File: config.mk
export PLATFORM = sky130hd
export DESIGN_NAME = afdl_offset_calc
export DESIGN_NICKNAME = d
export VERILOG_FILES = /design/src/hw/rtl/afdl_pkg.sv /design/src/hw/rtl/afdl_offset_calc.sv
export SDC_FILE = /design/constraint.sdc
export NUM_CORES = 1
export LEC_CHECK = 0
export BUFFER_PORTS_ARGS = -buffer_cell sky130_fd_sc_hd__buf_4
export CORE_MARGIN = 2
export CORE_UTILIZATION = 30
export CTS_CLUSTER_DIAMETER = 120
export CTS_CLUSTER_SIZE = 25
export DETAILED_ROUTE_END_ITERATION = 10
export PLACE_DENSITY = 0.61
export SLEW_MARGIN = 20
export SYNTH_ARGS = -nofsm -noshare
export SYNTH_HDL_FRONTEND = slang
export SYNTH_SLANG_ARGS = --single-unit
File: constraint.sdc
create_clock -name clock -period 2.4 [get_ports clock]
set_input_delay 0.36 -clock clock [delete_from_list [all_inputs] [get_ports clock]]
set_output_delay 0.36 -clock clock [all_outputs]
set_load 0.01 [all_outputs]
File: src/hw/rtl/afdl_pkg.sv
// ----------------------------------------------------------------------------
// afdl_pkg: shared types and constants for the feedback delay line
// Holds field widths, register indexes, reset values and parameter defaults.
// ----------------------------------------------------------------------------
package afdl_pkg;

   // parameter defaults
   localparam int LINE_DEPTH_DEF = 32768;
   localparam int DELAY_UNIT_DEF = 44;

   // field widths
   localparam int SAMPLE_W   = 12;
   localparam int ENTRY_W    = 8;
   localparam int STORE_SHIFT = 4;
   localparam int GAIN_W     = 16;
   localparam int DELAY_W    = 10;
   localparam int PROD_W     = SAMPLE_W + GAIN_W;
   localparam int ACC_W      = PROD_W + 1;
   localparam int FRAC_W     = 15;

   // port widths
   localparam int TDATA_W    = 16;
   localparam int CSR_IDX_W  = 3;
   localparam int CSR_DATA_W = 16;

   localparam logic [SAMPLE_W-1:0] SAMPLE_MAX = '1;

   // register reset values
   localparam logic [GAIN_W-1:0] DRY_GAIN_RST      = 16'd32768;
   localparam logic [GAIN_W-1:0] FEEDBACK_GAIN_RST = 16'd16384;

   typedef enum logic [CSR_IDX_W-1:0] {
      CSR_EFFECT_ENABLE       = 3'd0,
      CSR_STORE_OUTPUT_MODE   = 3'd1,
      CSR_DELAY_SOURCE_SELECT = 3'd2,
      CSR_PROGRAM_DELAY       = 3'd3,
      CSR_CONTROLLER_DELAY    = 3'd4,
      CSR_DRY_GAIN            = 3'd5,
      CSR_FEEDBACK_GAIN       = 3'd6
   } csr_index_type;

endpackage

File: src/hw/rtl/afdl_offset_calc.sv
// ----------------------------------------------------------------------------
// afdl_offset_calc: read offset register
// Loads (delay * DELAY_UNIT) mod LINE_DEPTH after reset and after every
// register write. LINE_DEPTH is a power of two: keep the low address bits.
// ----------------------------------------------------------------------------
module afdl_offset_calc #(
   parameter int LINE_DEPTH = afdl_pkg::LINE_DEPTH_DEF,
   parameter int DELAY_UNIT = afdl_pkg::DELAY_UNIT_DEF
) (
   input  logic                                clock,
   input  logic                                reset,
   input  logic                                start,
   input  logic [afdl_pkg::DELAY_W-1:0]        delay,
   output logic                                busy,
   output logic [$clog2(LINE_DEPTH)-1:0]       offset
);

   localparam int ADDR_W   = $clog2(LINE_DEPTH);
   localparam int MAX_PROD = (2**afdl_pkg::DELAY_W - 1) * DELAY_UNIT;
   localparam int PRD_W    = $clog2(MAX_PROD + 1);
   localparam int WK       = (PRD_W > ADDR_W) ? PRD_W : ADDR_W;

   logic              load_ff, load_in;
   logic [WK-1:0]     prod;
   logic [ADDR_W-1:0] offset_ff, offset_in;

   always_comb begin
      load_in   = start;
      prod      = WK'(delay) * WK'(DELAY_UNIT);
      offset_in = offset_ff;
      if (load_ff) begin
         // wrap the distance into the line
         offset_in = prod[ADDR_W-1:0];
      end
   end

   always_ff @(posedge clock) begin
      if (reset) begin
         load_ff <= 1'b1;
      end else begin
         load_ff <= load_in;
      end
      offset_ff <= offset_in;
   end

   assign busy   = start || load_ff;
   assign offset = offset_ff;

endmodule

==> reports/metrics.yaml, run 1 <==
status: "finished, final reports clean"
nNetsFinal: 216
hold_violations: 0
synth_seq_area_share_pct: 32.8
cp-start-kind: "input pin"
ys.flop_type: "edfxtp_1"
grt_pass1_vias: 955
syn-cell-area_sq_um: 1250
dpl.hpwl_um: 2160
yosysWarningCount: 0
start_util_pct: 31.3
period_share_pct: 96.5
power.leakage_nw: 0.885
setup_violations: 0
max-slew-margin-rel_pct: 63.7
cp-end-kind: "flop"
totalWireLength_um: 2450
clkSinkCount: 14
io_buffers: 26
synth_seq_cells: 14
path_cells: "buf_4 -> ha_1 -> ha_1 -> inv_1 -> fa_1 -> nand2b_1 -> a21oi_2 -> nor2_1 -> a21oi_1 -> xnor2_1"
synthCells: 120
hold_buffers: 0
p_total_mw: 1.28
io_pins: 29
vdd_drop_max_mv: 0.200
drv_slew: 0
skew_ns: 0.00141
cts_buffers: 3
tightestPinTransition_ns: 0.543
synth_area_leaders: "edfxtp_1 (31%), ha_1 (23%), fa_1 (11%), inv_1 (8.1%), xnor2_1 (4.9%)"
synth-edff-count: 13
synth_common_cells: "inv_1 (27), ha_1 (23), edfxtp_1 (13)"
max_stage_delay_ns: 0.45
synth.most_common_cell: "inv_1"
postLayoutCellArea_sq_um: 1810
worstHoldPathType: "input pin to flop"
netlist.area_leader.share_pct: 31.2
synth_cell_types: 25
cts_max_level: 1
drt_iter0_drc: 35
yosysTopAreaCell: "edfxtp_1"
vias_per_cell: 4.42
antennaDiodeCount: 0
vias: 982
cts-root-buf: "clkbuf_8"
critPathArrivalTime_ns: 2.30
grt_max_degree: 15
setup_ws_ns: 0.0845
area_growth_pct: 44.2
num_rows: 23
cpMostUsedCell: "ha_1"
cp.required_ns: 2.38
fp.dieH_um: 68.6
grt_pass1_wl_um: 3950
dr.pass1.iters: 4
final.min_clock_period_ns: 2.32
fp.dieW_um: 68.6
gp_congestion: 0.764
routedWlPerCell_um: 11.0
holdWs_ns: 0.306
clkTransAtPathRegs_ns: 0.05
fillers: 376
worst_path_max_delay_cell: "fa_1"
drc_errors: 0
die_area_sq_um: 4710
fmax_ghz: 0.432
fp.coreArea_sq_um: 4000
grt_overflow: 0
p_per_area_nw_per_um2: 710
antenna_found_initial: 0
cts_max_path_buffers: 2
dpl_cell_area_sq_um: 1680
async_flop_share_pct: 0
syn_area_per_cell_sq_um: 10.4
worstSkewPairLatency_ns: 0.24
cts_tree: "yes"
drive_gt1_share_pct: 40.1
grt_use_total_pct: 11.3
worst-path-max-fanout: 2
cap_violations: 0
antenna_left: 0
rsz0062_at_grt: "true"
place_ws_ns: -0.288
crit_type: "input pin to flop"
==> state kept, by name, indices dropped and copies added, names as in the netlist <==
signal / flops
offset: 13
load_ff: 1
==> metrics by stage <==
| stage | cells | setup TNS [ns] | utilization (%) |
|---|---|---|---|
| after floorplan | 121 | -0.0320 | - |
| after global placement | 217 | -0.715 | 42.0 |
| after detailed placement | 217 | -1.15 | 42.0 |
| after CTS | 221 | 0 | 43.7 |
| after global routing | 222 | -0.0152 | 45.1 |
| final | 222 | 0 | 45.1 |
==> final timing paths <==
kind / startpoint / end / slack [ns] / cells after the start
setup reg to reg: load_ff / offset[3] / 1.38 / 0
hold reg to reg: load_ff / offset[7] / 0.72 / 0
hold / removal: reset / load_ff / 0.31 / 2
setup / recovery: delay[0] / offset[14] / 0.08 / 10
==> cells in the final DEF (no fill, tap or decap), drive strengths merged, types with 3 or more instances in the layout <==
master  synthesis  final
buf             2     49
inv            27     27
ha             23     23
edfxtp         13     13
a21oi           8      8
xnor2           7      7
fa              7      7
nand2           6      6
nand3           5      5
clkbuf          0      4
xor2            3      3
nor2            3      3
or2             3      3
==> cell type report <==
| class | instances | area [sq um] | share of cell area [%] |
|---|---|---|---|
| clock buffer | 4 | 55.1 | 3.05 |
| inverter | 27 | 101 | 5.61 |
| multi-input combinational | 78 | 808 | 44.8 |
| sequential | 14 | 410 | 22.7 |
| tap | 50 | 62.6 | 3.47 |
| timing repair buffer | 49 | 368 | 20.4 |
==> cell families after synthesis <==
group | after synthesis | synth area share, %
buffers and inverters | 29 | 9.29
adder cells (fa/ha/maj) | 30 | 34.2
flip-flops | 14 | 32.8
AO/OA/AOI/OAI | 15 | 8.09
XOR/XNOR | 10 | 6.99
AND/OR/NAND/NOR | 21 | 8.39
other | 1 | 0.299
==> metal layers <==
layer	share of wire [%]	global-route usage (%)	wire length, um
met1	41	11.9	1000
met2	54	22.2	1320
met3	4.5	0.974	111
met4	0.78	5.25	19
met5	0	0	0
==> power breakdown <==
group          switching (mW)  internal, mW  total (mW)  leakage, nW
sequential             0.0229         0.369       0.392        0.141
combinational           0.311         0.361       0.672        0.715
clock                  0.0725         0.145       0.217       0.0288
total                   0.407         0.875        1.28        0.885
==> critical path: cells and delay by family <==
kind                       cells  cell delay (ns)
adders and majority gates      3             1.05
AOI/OAI and AO/OA              2             0.34
and+or+nand+nor                2             0.26
buffers and inverters          2             0.17
xor gates and xnor gates       1             0.11
==> repair_timing <==
action                                  in CTS  in global routing
resized for setup                            1                  8
gates cloned                                 0                  0
pin swaps                                    0                  4
buffers inserted                             0                  1
endpoints found under the setup margin       1                  3
Note: power is estimated with default switching activity, not from simulation.
==> run 2: changes to the inputs <==
--- a/config.mk
+++ b/config.mk
@@ -5,12 +5,14 @@
 export SDC_FILE = /design/constraint.sdc
 export NUM_CORES = 1
 export LEC_CHECK = 0
+export ABC_AREA = 1
 export BUFFER_PORTS_ARGS = -buffer_cell sky130_fd_sc_hd__buf_4
 export CORE_MARGIN = 2
 export CORE_UTILIZATION = 30
 export CTS_CLUSTER_DIAMETER = 120
 export CTS_CLUSTER_SIZE = 25
 export DETAILED_ROUTE_END_ITERATION = 10
+export GPL_TIMING_DRIVEN = 0
 export PLACE_DENSITY = 0.61
 export SLEW_MARGIN = 20
 export SYNTH_ARGS = -nofsm -noshare
==> run 2 against run 1 <==
  * Sequential cell count stayed put
  * Worst hold slack worse by 0.0021 ns
  * Sequential share of layout area up 1.4 points
  * Setup slack better by 0.079 ns
  * Clock power down 11%
  * Routed wire length decreased by 5.9%
  * Die area grew 9.0%
  * First-iteration DRC count is 31% higher
  * Critical endpoint is now offset[12]
  * Largest cell class unchanged
  * Largest power group unchanged
==> reports/metrics.yaml, run 2 <==
cp.required_ns: 2.40
drt_iter0_drc: 46
skew_ns: 0.00505
num_rows: 24
grt_use_total_pct: 10.3
cap_violations: 0
fp.coreArea_sq_um: 4380
antennaDiodeCount: 0
min_from: "reset"
hold_buffers: 0
cts_max_path_buffers: 2
netlist.area_leader.share_pct: 28.4
setup_ws_ns: 0.163
synth_seq_area_share_pct: 29.9
vdd_drop_max_mv: 0.175
antenna_left: 0
max-slew-margin-rel_pct: 61.6
syn-cell-area_sq_um: 1370
p_total_mw: 1.12
dr.pass1.iters: 4
worst_path_max_delay_cell: "fa_1"
die_area_sq_um: 5130
final_common_cell: "nand2_1"
combPwrFrac_pct: 49.0
cpMostUsedCell: "nand2_1"
power.leakage_nw: 0.949
critPathArrivalTime_ns: 2.23
worst-path-max-fanout: 4
grt_pass1_vias: 1107
seqPwrFrac_pct: 33.7
start_util_pct: 31.3
cts_tree: "yes"
cts_max_level: 1
gp_congestion: 0.845
grt_pass1_wl_um: 4240
fp.dieW_um: 71.6
synth_common_cells: "nand2_1 (42), inv_1 (40), ha_1 (23)"
worstHoldPathType: "input pin to flop"
synthCells: 165
synth_area_leaders: "edfxtp_1 (28%), ha_1 (21%), nand2_1 (11%), inv_1 (11%), fa_1 (10%)"
synth-edff-count: 13
async_flop_share_pct: 0
final_cell_mix: "nand2_1 (42), inv_1 (40), buf_4 (29)"
p_sw_share_pct: 35.4
period_share_pct: 93.2
drc_errors: 0
totalWireLength_um: 2310
clkTransAtPathRegs_ns: 0.05
cts_buffers: 3
p_clk_share_pct: 17.4
vias: 1076
status: "finished, final reports clean"
ys.flop_type: "edfxtp_1"
area_growth_pct: 24.0
yosysWarningCount: 0
nNetsFinal: 241
place_ws_ns: -0.201
synth_seq_cells: 14
fillers: 468
crit_type: "input pin to flop"
io_pins: 29
cp-start-kind: "input pin"
intPower_uw: 722
fp.dieH_um: 71.6
largest_reg_flops: 13
yosysTopAreaCell: "edfxtp_1"
clkSinkCount: 14
p_per_area_nw_per_um2: 656
tightestPinTransition_ns: 0.575
setup_violations: 0
synth_cell_types: 19
routedWlPerCell_um: 9.26
final.min_clock_period_ns: 2.24
dpl.hpwl_um: 2020
reg2reg_from: "load_ff"
rsz0062_at_grt: "true"
max_stage_delay_ns: 0.46
cp-end-kind: "flop"
drv_slew: 0
grt_overflow: 0
vias_per_cell: 4.32
path_cells: "buf_4 -> ha_1 -> fa_1 -> ha_1 -> a21oi_2 -> nor2_1 -> nor2_1 -> nand2_1 -> nand2_1 -> nand2_1"
hold_violations: 0
fmax_ghz: 0.447
syn_area_per_cell_sq_um: 8.32
drive_gt1_share_pct: 22.3
grt_max_degree: 15
critPathLaunch: "delay[4]"
antenna_found_initial: 0
synth.most_common_cell: "nand2_1"
worstSkewPairLatency_ns: 0.24
fin_util_pct: 38.8
power.switching_uw: 395
io_buffers: 26
cts-root-buf: "clkbuf_8"
==> run 2: critical path: cells and delay by family <==
kind | cells | cell delay, ns
and+or+nand+nor | 5 | 0.35
AOI/OAI and AO/OA | 1 | 0.22
adders and majority gates | 3 | 1.17
buffers and inverters | 1 | 0.13
==> run 2: cells by family (layout without fill, tap and decap cells) <==
logic type,after synthesis,after routing,synth area share (%)
DFF,14,14,29.9
other,1,2,0.273
adders and majority gates,30,30,31.2
and+or+nand+nor,69,69,21.7
AOI/OAI and AO/OA,4,4,1.73
xor gates and xnor gates,5,5,3.19
buffers and inverters,42,73,12.0
==> run 2: through the flow <==
step | TNS [ns] | std cells | instance area [sq um] | hold WS [ns]
after global placement | -0.584 | 244 | 1640 | 0.548
final | 0 | 249 | 1700 | 0.303
after detailed placement | -0.768 | 244 | 1640 | 0.548
after CTS | 0 | 248 | 1680 | 0.303
after global routing | -0.0192 | 249 | 1700 | 0.311
after floorplan | 0 | 166 | 1380 | 0.459
==> run 2: power groups by stage <==
stage | combinational (mW) | sequential (mW) | clock [mW]
3_3_place_gp | 0.527 | 0.382 | 0
6_report | 0.547 | 0.376 | 0.194
2_1_floorplan | 0.317 | 0.420 | 0
5_1_grt | 0.629 | 0.383 | 0.207
4_1_cts | 0.539 | 0.378 | 0.200
3_5_place_dp | 0.537 | 0.382 | 0
==> run 2: worst paths after layout <==
kind           endpoint  cells after the start  slack (ns)
max          offset[12]                     10        0.16
min             load_ff                      2        0.30
max reg2reg   offset[9]                      0        1.36
min reg2reg   offset[8]                      0        0.73
==> run 2: per-layer routing <==
layer	share of wire, %	vias to the layer above	GRT usage (%)
li1	-	571	-
met1	47	481	11.9
met2	47	19	18.1
met3	3.2	5	0.985
met4	3.0	0	6.29
met5	0	-	0
==> run 2: final cells by class <==
class                           instances  area [sq um]  share of cell area (%)
Buffer                                  2          15.0                   0.882
Clock buffer                            4          45.0                    2.65
Inverter                               40           150                    8.82
Multi-Input combinational cell        110           813                    47.8
Sequential cell                        14           410                    24.1
Tap cell                               52          65.1                    3.82
Timing Repair Buffer                   27           203                    11.9
==> run 2: what timing repair did <==
item,CTS,global route
buffers inserted,0,1
setup endpoints to repair,0,2
gates resized for setup,0,4
==> run 3: changes to the inputs <==
--- a/config.mk
+++ b/config.mk
@@ -7,13 +7,16 @@
 export LEC_CHECK = 0
 export ABC_AREA = 1
 export BUFFER_PORTS_ARGS = -buffer_cell sky130_fd_sc_hd__buf_4
+export CELL_PAD_IN_SITES_DETAIL_PLACEMENT = 0
+export CELL_PAD_IN_SITES_GLOBAL_PLACEMENT = 1
 export CORE_MARGIN = 2
 export CORE_UTILIZATION = 30
 export CTS_CLUSTER_DIAMETER = 120
 export CTS_CLUSTER_SIZE = 25
 export DETAILED_ROUTE_END_ITERATION = 10
 export GPL_TIMING_DRIVEN = 0
-export PLACE_DENSITY = 0.61
+export PLACE_DENSITY = 0.75
+export SKIP_LAST_GASP = 1
 export SLEW_MARGIN = 20
 export SYNTH_ARGS = -nofsm -noshare
 export SYNTH_HDL_FRONTEND = slang
==> run 3 against run 2 <==
  * Clock power increased by 16%
  * Power grew 2.3%
  * Setup slack worse by 0.0087 ns
  * Global-route usage increased by 0.23 points
  * Critical path depth is the same
  * Largest power group unchanged
  * Highest routed layer unchanged
  * First-iteration DRC count down 24%
  * Cell area grew 0.15%
  * Worst hold slack worse by 0.0052 ns
  * Core utilization is 0.057 points higher
  * Sequential cell count did not move
  * Largest cell class unchanged
  * Non-clock buffer count is 1 lower
==> reports/metrics.yaml, run 3 (same netlist as run 2, synthesis figures left out) <==
vias_per_cell: 4.24
max-slew-margin-rel_pct: 61.1
grt_pass1_vias: 1062
final_common_cell: "nand2_1"
cts_tree: "yes"
final_cell_mix: "nand2_1 (42), inv_1 (40), buf_4 (28)"
vias: 1051
cp-end-kind: "flop"
dpl_cell_area_sq_um: 1640
fillers: 455
path_cells: "buf_4 -> ha_1 -> fa_1 -> ha_1 -> a21oi_2 -> nor2_1 -> nor2_1 -> nand2_1 -> nand2_1 -> nand2_1"
postLayoutCellArea_sq_um: 1700
fmax_ghz: 0.445
worstSkewPairLatency_ns: 0.24
dpl.hpwl_um: 2050
crit_type: "input pin to flop"
drc_errors: 0
cpMostUsedCell: "nand2_1"
hold_violations: 0
skew_ns: 0.000639
drt_iter0_drc: 35
rsz0062_at_grt: "false"
cp-start-kind: "input pin"
path_buf_inv: 1
largest_reg_flops: 13
fin_util_pct: 38.9
io_buffers: 26
fp.dieH_um: 71.6
cap_violations: 0
hold_buffers: 0
dr.pass1.iters: 3
fp.dieW_um: 71.6
worstHoldPathType: "input pin to flop"
die_area_sq_um: 5130
grt_use_total_pct: 10.5
grt_pass1_wl_um: 4310
worst_path_max_delay_cell: "fa_1"
antennaDiodeCount: 0
totalWireLength_um: 2300
gp_congestion: 0.782
cts_max_level: 1
drive_gt1_share_pct: 22.4
cts_max_path_buffers: 2
power.leakage_nw: 0.950
grt_overflow: 0
cts_resized: 0
cts-root-buf: "clkbuf_8"
tightestPinTransition_ns: 0.583
cpLargestDelayFamily: "adder cells"
max_stage_delay_ns: 0.46
cp.required_ns: 2.40
setup_violations: 0
clkSinkCount: 14
p_total_mw: 1.14
routedWlPerCell_um: 9.27
postCtsSetupBuffers: 0
status: "finished, final reports clean"
drv_slew: 0
p_per_area_nw_per_um2: 671
cts_buffers: 3
start_util_pct: 31.3
antenna_found_initial: 0
nNetsFinal: 240
fp.coreArea_sq_um: 4380
num_rows: 24
area_growth_pct: 24.2
io_pins: 29
period_share_pct: 93.6
antenna_left: 0
grt_max_degree: 15
final.min_clock_period_ns: 2.25
vdd_drop_max_mv: 0.182
worst-path-max-fanout: 4
holdWs_ns: 0.298
critPathArrivalTime_ns: 2.25
clkTransAtPathRegs_ns: 0.05
==> run 3: metrics by stage <==
stage / instances / setup slack [ns] / setup TNS, ns
floorplan: 166 / 0.127 / 0
global placement: 244 / -0.180 / -0.704
detailed placement: 244 / -0.218 / -0.822
CTS: 248 / 0.0550 / 0
global route: 248 / 0.00548 / 0
finish: 248 / 0.154 / 0
==> run 3: path summary, 6_finish.rpt <==
kind / cells after the start / endpoint / startpoint / slack (ns)
max: 10 / offset[12] / delay[4] / 0.15
min reg2reg: 0 / offset[12] / load_ff / 0.74
max reg2reg: 0 / offset[3] / load_ff / 1.35
min: 2 / load_ff / reset / 0.30
==> run 3: report_power, final <==
| group | total [mW] | switching [mW] | internal, mW | leakage, nW |
|---|---|---|---|---|
| clock | 0.226 | 0.0803 | 0.145 | 0.0288 |
| sequential | 0.375 | 0.0178 | 0.357 | 0.142 |
| combinational | 0.543 | 0.300 | 0.243 | 0.780 |
==> run 3: area by class of cell <==
type                       count  area, sq um  area share [%]
multi-input combinational    110          813            47.7
sequential                    14          410            24.1
timing repair buffer          26          195            11.5
inverter                      40          150            8.81
tap                           52         65.1            3.82
clock buffer                   4         55.1            3.23
buffer                         2         15.0           0.881
==> run 3: per-layer routing <==
layer | routed length, um | share of wire [%] | global-route usage, %
met1 | 1100 | 48 | 12.9
met2 | 1070 | 46 | 18.1
met5 | 0 | 0 | 0
met3 | 71 | 3.1 | 0.844
met4 | 58 | 2.5 | 5.66
